## src/design/le_pkg.sv

```systemverilog
// shared constants, payload types and state codes of the label entropy block
`default_nettype none

package le_pkg;

  // configuration
  localparam int NUM_CLASSES = 16;
  localparam int COUNT_BITS  = 16;

  // fixed field widths
  localparam int LABEL_W = 4;
  localparam int ENT_W   = 19;
  localparam int TOTAL_W = 16;

  // log2 format: integer part in the top bits, LOG_FRAC fraction bits
  localparam int LOG_FRAC  = 24;
  localparam int NORM_BITS = 30;
  localparam int LOG_E_W   = 5;
  localparam int LOG_W     = LOG_E_W + LOG_FRAC;

  // derived widths
  localparam int CLS_W  = $clog2(NUM_CLASSES);
  localparam int PROD_W = COUNT_BITS + LOG_W;
  localparam int ACC_W  = PROD_W + CLS_W;
  localparam int NUM_W  = PROD_W + 1;
  localparam int DEN_W  = COUNT_BITS + 8;

  localparam logic [ENT_W-1:0]   ENT_MAX   = {ENT_W{1'b1}};
  localparam logic [TOTAL_W-1:0] TOTAL_MAX = {TOTAL_W{1'b1}};

  typedef logic [CLS_W-1:0]      cls_idx_t;
  typedef logic [COUNT_BITS-1:0] count_t;
  typedef logic [LOG_W-1:0]      log_t;

  typedef struct packed {
    logic [LABEL_W-1:0] class_label;
    logic               last_item;
  } le_in_t;

  typedef struct packed {
    logic [ENT_W-1:0]   entropy_value;
    logic [TOTAL_W-1:0] sample_total;
    logic               count_overflow;
  } le_out_t;

  // histogram requests from the sequencer
  typedef struct packed {
    logic     upd;
    logic     rd;
    logic     clr;
    cls_idx_t idx;
  } hist_ctrl_t;

  typedef enum logic [3:0] {
    S_COUNT,
    S_DRAIN,
    S_READ,
    S_LOAD,
    S_LOG,
    S_MUL,
    S_ACC,
    S_DIFF,
    S_DIVGO,
    S_DIV,
    S_DONE
  } le_state_e;

endpackage

`default_nettype wire

```

## src/design/label_entropy.sv

```systemverilog
// top level: class label histogram with shannon entropy at the end of each set
//
// input channel: one class label per transfer, with a flag on the final label
// of a set. labels are taken back to back, one per cycle, while a set is being
// counted; a label at or above NUM_CLASSES is ignored apart from its flag.
// once the running total reaches its maximum further labels are dropped and
// the overflow flag of the set is raised.
// after the final label the input stalls for the entropy pass: each class
// count is read from the histogram ram, its log2 formed by the squaring unit,
// multiplied and summed; the set size then goes through the same log2 and
// multiply, then a restoring divide of one bit per cycle.
// the result goes to an output register; a stalled receiver holds it, and the
// next set may already be counted behind it. a second final label waits in
// the pass until the output register is free.
// reset: histogram valid bits, total and overflow flag clear at once, so the
// block takes labels in the first cycle after reset. the same clear happens
// when a result is loaded.
`default_nettype none

module label_entropy import le_pkg::*; (
  input  wire logic    clk_i,
  input  wire logic    rst_ni,
  input  wire logic    in_valid_i,
  output logic         in_stall_o,
  input  wire le_in_t  in_data_i,
  output logic         out_valid_o,
  input  wire logic    out_stall_i,
  output le_out_t      out_data_o
);

  localparam count_t COUNT_MAX = {COUNT_BITS{1'b1}};

  le_state_e        state_q;
  le_state_e        state_d;

  count_t           total_q;
  logic             ovf_q;
  logic             phase_q;       // 0: class sweep, 1: set size
  cls_idx_t         k_q;
  count_t           x_q;
  logic [PROD_W-1:0] prod_q;
  logic [ACC_W-1:0] acc_q;
  logic [PROD_W-1:0] diff_q;
  logic             out_vld_q;
  le_out_t          out_q;

  hist_ctrl_t       hctrl;
  count_t           hist_count;
  count_t           x_sel;
  logic             log_start;
  logic             log_done;
  log_t             log_val;
  logic             div_start;
  logic             div_done;
  logic [NUM_W-1:0] quo;
  logic [NUM_W-1:0] div_num;
  logic [DEN_W-1:0] div_den;

  logic             accept;
  logic             in_range;
  logic             set_full;
  logic             out_free;
  logic             load_out;
  logic             k_last;
  logic [PROD_W-1:0] prod_d;
  logic [ACC_W-1:0] whole_ext;
  le_out_t          res;

  assign accept   = in_valid_i && !in_stall_o;
  assign in_range = 32'(in_data_i.class_label) < 32'(NUM_CLASSES);
  assign set_full = (total_q == COUNT_MAX);
  assign out_free = !out_vld_q || !out_stall_i;
  assign k_last   = (k_q == CLS_W'(NUM_CLASSES - 1));
  assign x_sel    = phase_q ? total_q : hist_count;

  le_hist u_hist (
    .clk_i  (clk_i),
    .rst_ni (rst_ni),
    .ctrl_i (hctrl),
    .count_o(hist_count)
  );

  le_log2 u_log2 (
    .clk_i  (clk_i),
    .rst_ni (rst_ni),
    .start_i(log_start),
    .x_i    (x_sel),
    .done_o (log_done),
    .log_o  (log_val)
  );

  // rounded divide: (d + n * 2^7) / (n * 2^8)
  assign div_num = NUM_W'(diff_q) + (NUM_W'(total_q) << 7);
  assign div_den = DEN_W'(total_q) << 8;

  le_div u_div (
    .clk_i  (clk_i),
    .rst_ni (rst_ni),
    .start_i(div_start),
    .num_i  (div_num),
    .den_i  (div_den),
    .done_o (div_done),
    .quo_o  (quo)
  );

  // next state
  always_comb begin
    state_d = state_q;
    unique case (state_q)
      S_COUNT: if (accept && in_data_i.last_item) state_d = S_DRAIN;
      S_DRAIN: state_d = S_READ;
      S_READ:  state_d = S_LOAD;
      S_LOAD:  state_d = S_LOG;
      S_LOG:   if (log_done) state_d = S_MUL;
      S_MUL:   state_d = S_ACC;
      S_ACC: begin
        if (phase_q) begin
          state_d = S_DIFF;
        end else if (k_last) begin
          state_d = S_LOAD;
        end else begin
          state_d = S_READ;
        end
      end
      S_DIFF:  state_d = S_DIVGO;
      S_DIVGO: state_d = S_DIV;
      S_DIV:   if (div_done) state_d = S_DONE;
      S_DONE:  if (out_free) state_d = S_COUNT;
      default: state_d = S_COUNT;
    endcase
  end

  // outputs of the sequencer
  always_comb begin
    in_stall_o = 1'b1;
    hctrl      = '0;
    log_start  = 1'b0;
    div_start  = 1'b0;
    load_out   = 1'b0;
    unique case (state_q)
      S_COUNT: begin
        // input is never stalled while counting
        in_stall_o = 1'b0;
        hctrl.upd  = in_valid_i && in_range && !set_full;
        hctrl.idx  = CLS_W'(in_data_i.class_label);
      end
      S_READ: begin
        hctrl.rd  = 1'b1;
        hctrl.idx = k_q;
      end
      S_LOAD:  log_start = 1'b1;
      S_DIVGO: div_start = 1'b1;
      S_DONE: begin
        hctrl.clr = out_free;
        load_out  = out_free;
      end
      default: ;
    endcase
  end

  assign prod_d    = PROD_W'(x_q) * PROD_W'(log_val);
  assign whole_ext = ACC_W'(prod_q);

  // result fields with saturation; an empty set gives zero
  always_comb begin
    if (total_q == '0) begin
      res.entropy_value = '0;
    end else if (quo > NUM_W'(ENT_MAX)) begin
      res.entropy_value = ENT_MAX;
    end else begin
      res.entropy_value = quo[ENT_W-1:0];
    end
    if (33'(total_q) > 33'(TOTAL_MAX)) begin
      res.sample_total = TOTAL_MAX;
    end else begin
      res.sample_total = TOTAL_W'(total_q);
    end
    res.count_overflow = ovf_q;
  end

  always_ff @(posedge clk_i or negedge rst_ni) begin
    if (!rst_ni) begin
      state_q   <= S_COUNT;
      total_q   <= '0;
      ovf_q     <= 1'b0;
      phase_q   <= 1'b0;
      k_q       <= '0;
      out_vld_q <= 1'b0;
    end else begin
      state_q <= state_d;
      if (load_out) begin
        out_vld_q <= 1'b1;
      end else if (!out_stall_i) begin
        out_vld_q <= 1'b0;
      end
      unique case (state_q)
        S_COUNT: begin
          if (accept && in_range) begin
            if (set_full) begin
              ovf_q <= 1'b1;
            end else begin
              total_q <= total_q + count_t'(1);
            end
          end
        end
        S_DRAIN: begin
          phase_q <= 1'b0;
          k_q     <= '0;
        end
        S_ACC: begin
          if (!phase_q) begin
            if (k_last) begin
              phase_q <= 1'b1;
            end else begin
              k_q <= k_q + CLS_W'(1);
            end
          end
        end
        S_DONE: begin
          if (out_free) begin
            total_q <= '0;
            ovf_q   <= 1'b0;
          end
        end
        default: ;
      endcase
    end
  end

  // datapath registers
  always_ff @(posedge clk_i) begin
    if (state_q == S_DRAIN) begin
      acc_q <= '0;
    end
    if (state_q == S_LOAD) begin
      x_q <= x_sel;
    end
    if (state_q == S_MUL) begin
      prod_q <= prod_d;
    end
    if ((state_q == S_ACC) && !phase_q) begin
      acc_q <= acc_q + ACC_W'(prod_q);
    end
    if (state_q == S_DIFF) begin
      // n * log2(n) minus the class terms, floored at zero
      diff_q <= (acc_q > whole_ext) ? '0 : PROD_W'(whole_ext - acc_q);
    end
    if (load_out) begin
      out_q <= res;
    end
  end

  assign out_valid_o = out_vld_q;
  assign out_data_o  = out_q;

endmodule

`default_nettype wire

```

## src/design/le_ram.sv

```systemverilog
// generic single-port-write ram with registered read
`default_nettype none

module le_ram #(
  parameter int WIDTH = 16,
  parameter int DEPTH = 16
) (
  input  wire logic                     clk_i,
  input  wire logic                     we_i,
  input  wire logic [$clog2(DEPTH)-1:0] waddr_i,
  input  wire logic [WIDTH-1:0]         wdata_i,
  input  wire logic                     re_i,
  input  wire logic [$clog2(DEPTH)-1:0] raddr_i,
  output logic      [WIDTH-1:0]         rdata_o
);

  logic [WIDTH-1:0] mem_q [DEPTH];

  always_ff @(posedge clk_i) begin
    if (we_i) begin
      mem_q[waddr_i] <= wdata_i;
    end
    if (re_i) begin
      rdata_o <= mem_q[raddr_i];
    end
  end

endmodule

`default_nettype wire

```

## src/design/le_hist.sv

```systemverilog
// class histogram: read-modify-write counter update over a ram with forwarding
`default_nettype none

module le_hist import le_pkg::*; (
  input  wire logic       clk_i,
  input  wire logic       rst_ni,
  input  wire hist_ctrl_t ctrl_i,
  output count_t          count_o
);

  logic [NUM_CLASSES-1:0] valid_q;
  logic                   s1_vld_q;
  cls_idx_t               s1_idx_q;
  cls_idx_t               rd_idx_q;
  logic                   wr_vld_q;
  cls_idx_t               wr_idx_q;
  count_t                 wr_val_q;
  count_t                 rdata;
  count_t                 base;
  count_t                 new_val;

  le_ram #(
    .WIDTH(COUNT_BITS),
    .DEPTH(NUM_CLASSES)
  ) u_ram (
    .clk_i  (clk_i),
    .we_i   (s1_vld_q),
    .waddr_i(s1_idx_q),
    .wdata_i(new_val),
    .re_i   (ctrl_i.upd | ctrl_i.rd),
    .raddr_i(ctrl_i.idx),
    .rdata_o(rdata)
  );

  // write of the previous cycle is not yet in the read data
  always_comb begin
    if (wr_vld_q && (wr_idx_q == s1_idx_q)) begin
      base = wr_val_q;
    end else if (valid_q[s1_idx_q]) begin
      base = rdata;
    end else begin
      base = '0;
    end
    new_val = base + count_t'(1);
  end

  assign count_o = valid_q[rd_idx_q] ? rdata : '0;

  always_ff @(posedge clk_i or negedge rst_ni) begin
    if (!rst_ni) begin
      valid_q  <= '0;
      s1_vld_q <= 1'b0;
      wr_vld_q <= 1'b0;
    end else begin
      s1_vld_q <= ctrl_i.upd;
      wr_vld_q <= s1_vld_q;
      if (ctrl_i.clr) begin
        valid_q <= '0;
      end else if (s1_vld_q) begin
        valid_q[s1_idx_q] <= 1'b1;
      end
    end
  end

  always_ff @(posedge clk_i) begin
    if (ctrl_i.upd) begin
      s1_idx_q <= ctrl_i.idx;
    end
    if (ctrl_i.rd) begin
      rd_idx_q <= ctrl_i.idx;
    end
    if (s1_vld_q) begin
      wr_idx_q <= s1_idx_q;
      wr_val_q <= new_val;
    end
  end

endmodule

`default_nettype wire

```

## src/design/le_log2.sv

```systemverilog
// iterative fixed-point log2, one squaring per cycle
`default_nettype none

module le_log2 import le_pkg::*; (
  input  wire logic   clk_i,
  input  wire logic   rst_ni,
  input  wire logic   start_i,
  input  wire count_t x_i,
  output logic        done_o,
  output log_t        log_o
);

  localparam int CNT_W = $clog2(LOG_FRAC);
  localparam int EXT_W = COUNT_BITS + 32;
  localparam int Y_W   = NORM_BITS + 1;

  logic                busy_q;
  logic                done_q;
  logic [CNT_W-1:0]    cnt_q;
  logic [Y_W-1:0]      y_q;
  logic [Y_W-1:0]      y_d;
  logic [LOG_FRAC-1:0] frac_q;
  logic [LOG_E_W-1:0]  e_q;
  logic [LOG_E_W-1:0]  lead;
  logic [EXT_W-1:0]    ext;
  logic [2*Y_W-1:0]    sq;
  logic [Y_W:0]        t;

  // leading one position, zero input gives zero
  always_comb begin
    lead = '0;
    for (int i = 0; i < COUNT_BITS; i++) begin
      if (x_i[i]) begin
        lead = LOG_E_W'(i);
      end
    end
  end

  // place the leading one at bit NORM_BITS
  assign ext = {x_i, 32'd0} >> (6'(lead) + 6'(32 - NORM_BITS));

  always_comb begin
    sq = (2*Y_W)'(y_q) * (2*Y_W)'(y_q);
    t  = sq[2*NORM_BITS+1:NORM_BITS];
    y_d = t[Y_W] ? t[Y_W:1] : t[Y_W-1:0];
  end

  always_ff @(posedge clk_i or negedge rst_ni) begin
    if (!rst_ni) begin
      busy_q <= 1'b0;
      done_q <= 1'b0;
      cnt_q  <= '0;
    end else begin
      done_q <= 1'b0;
      if (start_i) begin
        busy_q <= 1'b1;
        cnt_q  <= '0;
      end else if (busy_q) begin
        cnt_q <= cnt_q + CNT_W'(1);
        if (cnt_q == CNT_W'(LOG_FRAC - 1)) begin
          busy_q <= 1'b0;
          done_q <= 1'b1;
        end
      end
    end
  end

  always_ff @(posedge clk_i) begin
    if (start_i) begin
      e_q    <= lead;
      y_q    <= ext[Y_W-1:0];
      frac_q <= '0;
    end else if (busy_q) begin
      y_q    <= y_d;
      frac_q <= {frac_q[LOG_FRAC-2:0], t[Y_W]};
    end
  end

  assign done_o = done_q;
  assign log_o  = {e_q, frac_q};

endmodule

`default_nettype wire

```

## src/design/le_div.sv

```systemverilog
// restoring divider, one quotient bit per cycle
`default_nettype none

module le_div import le_pkg::*; (
  input  wire logic             clk_i,
  input  wire logic             rst_ni,
  input  wire logic             start_i,
  input  wire logic [NUM_W-1:0] num_i,
  input  wire logic [DEN_W-1:0] den_i,
  output logic                  done_o,
  output logic      [NUM_W-1:0] quo_o
);

  localparam int CNT_W = $clog2(NUM_W);

  logic             busy_q;
  logic             done_q;
  logic [CNT_W-1:0] cnt_q;
  logic [NUM_W-1:0] quo_q;
  logic [DEN_W-1:0] rem_q;
  logic [DEN_W-1:0] den_q;
  logic [DEN_W:0]   shifted;
  logic [DEN_W:0]   diff;
  logic             qbit;

  always_comb begin
    shifted = {rem_q, quo_q[NUM_W-1]};
    diff    = shifted - {1'b0, den_q};
    qbit    = !diff[DEN_W];
  end

  always_ff @(posedge clk_i or negedge rst_ni) begin
    if (!rst_ni) begin
      busy_q <= 1'b0;
      done_q <= 1'b0;
      cnt_q  <= '0;
    end else begin
      done_q <= 1'b0;
      if (start_i) begin
        busy_q <= 1'b1;
        cnt_q  <= '0;
      end else if (busy_q) begin
        cnt_q <= cnt_q + CNT_W'(1);
        if (cnt_q == CNT_W'(NUM_W - 1)) begin
          busy_q <= 1'b0;
          done_q <= 1'b1;
        end
      end
    end
  end

  always_ff @(posedge clk_i) begin
    if (start_i) begin
      quo_q <= num_i;
      rem_q <= '0;
      den_q <= den_i;
    end else if (busy_q) begin
      quo_q <= {quo_q[NUM_W-2:0], qbit};
      rem_q <= qbit ? diff[DEN_W-1:0] : shifted[DEN_W-1:0];
    end
  end

  assign done_o = done_q;
  assign quo_o  = quo_q;

endmodule

`default_nettype wire
```

## config.mk

```make
export PLATFORM = sky130hd
export DESIGN_NAME = label_entropy
export DESIGN_NICKNAME = d
export VERILOG_FILES = /design/src/design/le_pkg.sv /design/src/design/label_entropy.sv /design/src/design/le_ram.sv /design/src/design/le_hist.sv /design/src/design/le_log2.sv /design/src/design/le_div.sv
export SDC_FILE = /design/constraint.sdc
export NUM_CORES = 2
export LEC_CHECK = 0
export ABC_AREA = 1
export BUFFER_PORTS_ARGS = -buffer_cell sky130_fd_sc_hd__buf_2
export CORE_UTILIZATION = 35
export CTS_CLUSTER_DIAMETER = 150
export DETAILED_ROUTE_END_ITERATION = 8
export MAX_ROUTING_LAYER = met4
export PLACE_DENSITY = 0.47
export SYNTH_ARGS = -nofsm -noshare
export SYNTH_HDL_FRONTEND = slang
export SYNTH_HIERARCHICAL = 1
export SYNTH_SLANG_ARGS = --single-unit
```

## constraint.sdc

```tcl
create_clock -name clk_i -period 7.85 [get_ports clk_i]
set_input_delay 1.1775 -clock clk_i [delete_from_list [all_inputs] [get_ports clk_i]]
set_output_delay 1.1775 -clock clk_i [all_outputs]
set_load 0.005 [all_outputs]
```

==> results_dict.tcl <==
set metrics [dict create \
    status "finished, final reports clean" \
    place_inst 14400 \
    cts.sinks 704 \
    hold_buffers 0 \
    synthesis.area_um2 86700 \
    endpoint_kind "flip-flop" \
    synth_edf_count 596 \
    final_antenna_net_count 0 \
    finalInstanceArea_um2 94500 \
    cpPeakStageDelay_ns 0.56 \
    path_class "flip-flop to flip-flop" \
    die_w_um 500 \
    grt_max_degree 132 \
    tightest_slew_ns 1.23 \
    via_count 68900 \
    finalSetupViolations 0 \
    cts_tree "built" \
    h-tree-depth 3 \
    path_max_fanout 16 \
    slew_viol_final 0 \
    ys_ff_latch 704 \
    first_global_vias 71500 \
    rsz0062_at_grt "yes" \
    startpoint_type "flip-flop" \
    start_util_pct 35.2 \
    period_needed_ns 7.59 \
    firstDrtPassIters 6 \
    antenna_found_initial 2 \
    min_period_over_period_pct 96.7 \
    ys_types 58 \
    grt_pass1_wl_mm 423 \
    p_leak_nw 50.8 \
    core_um2 246000 \
    path_clk_slew_ns 0.06 \
    root_buffer "clkbuf_16" \
    hold_class "flip-flop to flip-flop" \
    dpl_cell_area_um2 91500 \
    drc 0 \
    power_density_nw_per_um2 97.9 \
    ctsLongestPathBuffers 3 \
    place_hpwl_mm 219 \
    portBuffers 46 \
    worstPathRequired_ns 8.34 \
    post_synth_inst_count 11100 \
    max_freq_mhz 132 \
    wl_per_cell_um 18.9 \
    die_area_um2 250000 \
    ios 47 \
    num_rows 182 \
    grt_use_total_pct 22.6 \
    instances_no_fill 14500 \
    gp_congestion 0.938 \
    power.total_mw 9.25 \
    via_per_inst 4.75 \
    ys_seq_area_share_pct 23.5 \
    dieHeight_um 500 \
    synth_ff_type "edfxtp_1" \
    cts_buffers 87 \
    slew_headroom_pct 17.2 \
    gr-total-overflow 0 \
    hold_viol 0 \
    dp_slack_ns 0.141 \
    critPathMostFrequentCell "fa_1" \
    avgSynthCellArea_um2 7.79 \
    ir_drop_mv 0.182 \
    insertion_delay_ns 0.75 \
    routed_wl_mm 274 \
    area_growth_pct 8.94 \
    worst_slack_ns 0.258 \
    synth-async-reset-ratio_pct 8.52 \
    final_util_pct 38.4 \
    cp_data_arrival_time_ns 8.08 \
    fin_nets 12800 \
    tns_ns 0 \
    critical_path.slowest_cell "fa_1" \
    whs_ns 0.478 \
    cap_violations 0 \
    drive_gt1_share_pct 5.01 \
    drtIter0Drc 4332 \
    fin_skew_ns 0.0881 \
    ys.warnings.count 6 \
]
state kept, by name, summed over array words and instances, names as in the netlist, 31 cells and up:
register / count
u_hist/u_ram/mem_q: 256
acc_q: 49
u_div/quo_o: 46
diff_q: 45
prod_q: 45
out_data_o: 36
u_log2/y_q: 31
final timing paths:
| path | start | end | slack, ns | cells past startpoint |
|---|---|---|---|---|
| max reg2reg | u_log2/y_q[7] | u_log2/y_q[20] | 0.26 | 30 |
| max in group asynchronous | rst_ni | u_div/cnt_q[1] | 6.60 | 2 |
| min | u_div/rem_q[6] | u_div/rem_q[6] | 0.48 | 2 |
| min in group asynchronous | rst_ni | u_hist/wr_vld_q | 0.63 | 2 |
| max | u_log2/y_q[7] | u_log2/y_q[20] | 0.26 | 30 |
| min reg2reg | u_div/rem_q[6] | u_div/rem_q[6] | 0.48 | 2 |
synthesized netlist by cell type (60+ instances only):
master	number	area share (%)
a21oi_1	339	2.0
clkbuf_1	229	0.99
dfrtp_1	60	1.7
edfxtp_1	596	21
fa_1	1127	26
ha_1	566	8.2
inv_1	2861	12
nand2_1	3108	13
nand3_1	539	3.1
nand4_1	60	0.43
nor2_1	649	2.8
nor3_1	95	0.55
o21ai_0	215	1.2
xor2_1	101	1.0
critical path: cells and delay by family (launching register included):
kind,cells,cell delay [ns]
buf+inv,10,0.98
compound gates,3,0.43
fa+ha+maj,9,4.39
xor+xnor,1,0.22
flops,1,0.39
simple gates,7,0.92
power by group:
group,internal (mW),leakage [nW],switching (mW)
sequential,4.07,5.88,0.0538
clock,2.36,1.39,1.80
combinational,0.315,43.5,0.646
total,6.75,50.8,2.50
cell type report:
class	count	area, um^2
clock inverter	46	651
antenna	2	5.00
sequential	704	20400
tap	3312	4140
clock buffer	107	2250
timing repair buffer	253	2180
multi-input combinational	7207	54100
fill	25700	152000
inverter	2881	10800
cell families (layout without fill, tap and decap cells):
group / count (synthesis) / in the layout / synth area share [%]
AND/OR/NAND/NOR: 4626 / 4626 / 21.8
buffers and inverters: 3235 / 3287 / 14.4
adder cells (fa/ha/maj): 1693 / 1693 / 34.2
AO/OA/AOI/OAI: 729 / 729 / 4.62
flip-flops: 704 / 704 / 23.5
XOR/XNOR: 150 / 150 / 1.51
other: 2 / 11 / 0.00866
cell usage in the layout (no fill, tap or decap), types with 46 or more instances in the layout:
master	Yosys	routed
edfxtp_1	596	596
nand2_1	3108	3106
dfrtp_1	60	60
xnor2_1	49	49
buf_2	50	46
xor2_1	101	101
fa_1	1127	1127
nand2_2	59	59
nand4_1	60	60
nor2_1	649	625
inv_1	2861	2860
dfxtp_1	48	48
clkbuf_16	0	89
o21ai_0	215	207
buf_4	38	176
ha_1	566	565
nand3_1	539	536
nor3_1	95	93
a21oi_1	339	336
routing by layer:
metal / up-vias / track usage [%] / share of wire, %
li1: 33100 / - / -
met1: 34100 / 29.9 / 45
met2: 1466 / 37.9 / 48
met3: 265 / 1.93 / 4.0
met4: 0 / 4.74 / 2.2
met5: - / - / 0
repair_timing:
item                                    4_1_cts  5_1_grt
endpoints found under the setup margin        0       19
setup buffers                                 0        3
gates resized for setup                       0       16
No activity file was read; power rests on OpenSTA's default activity.
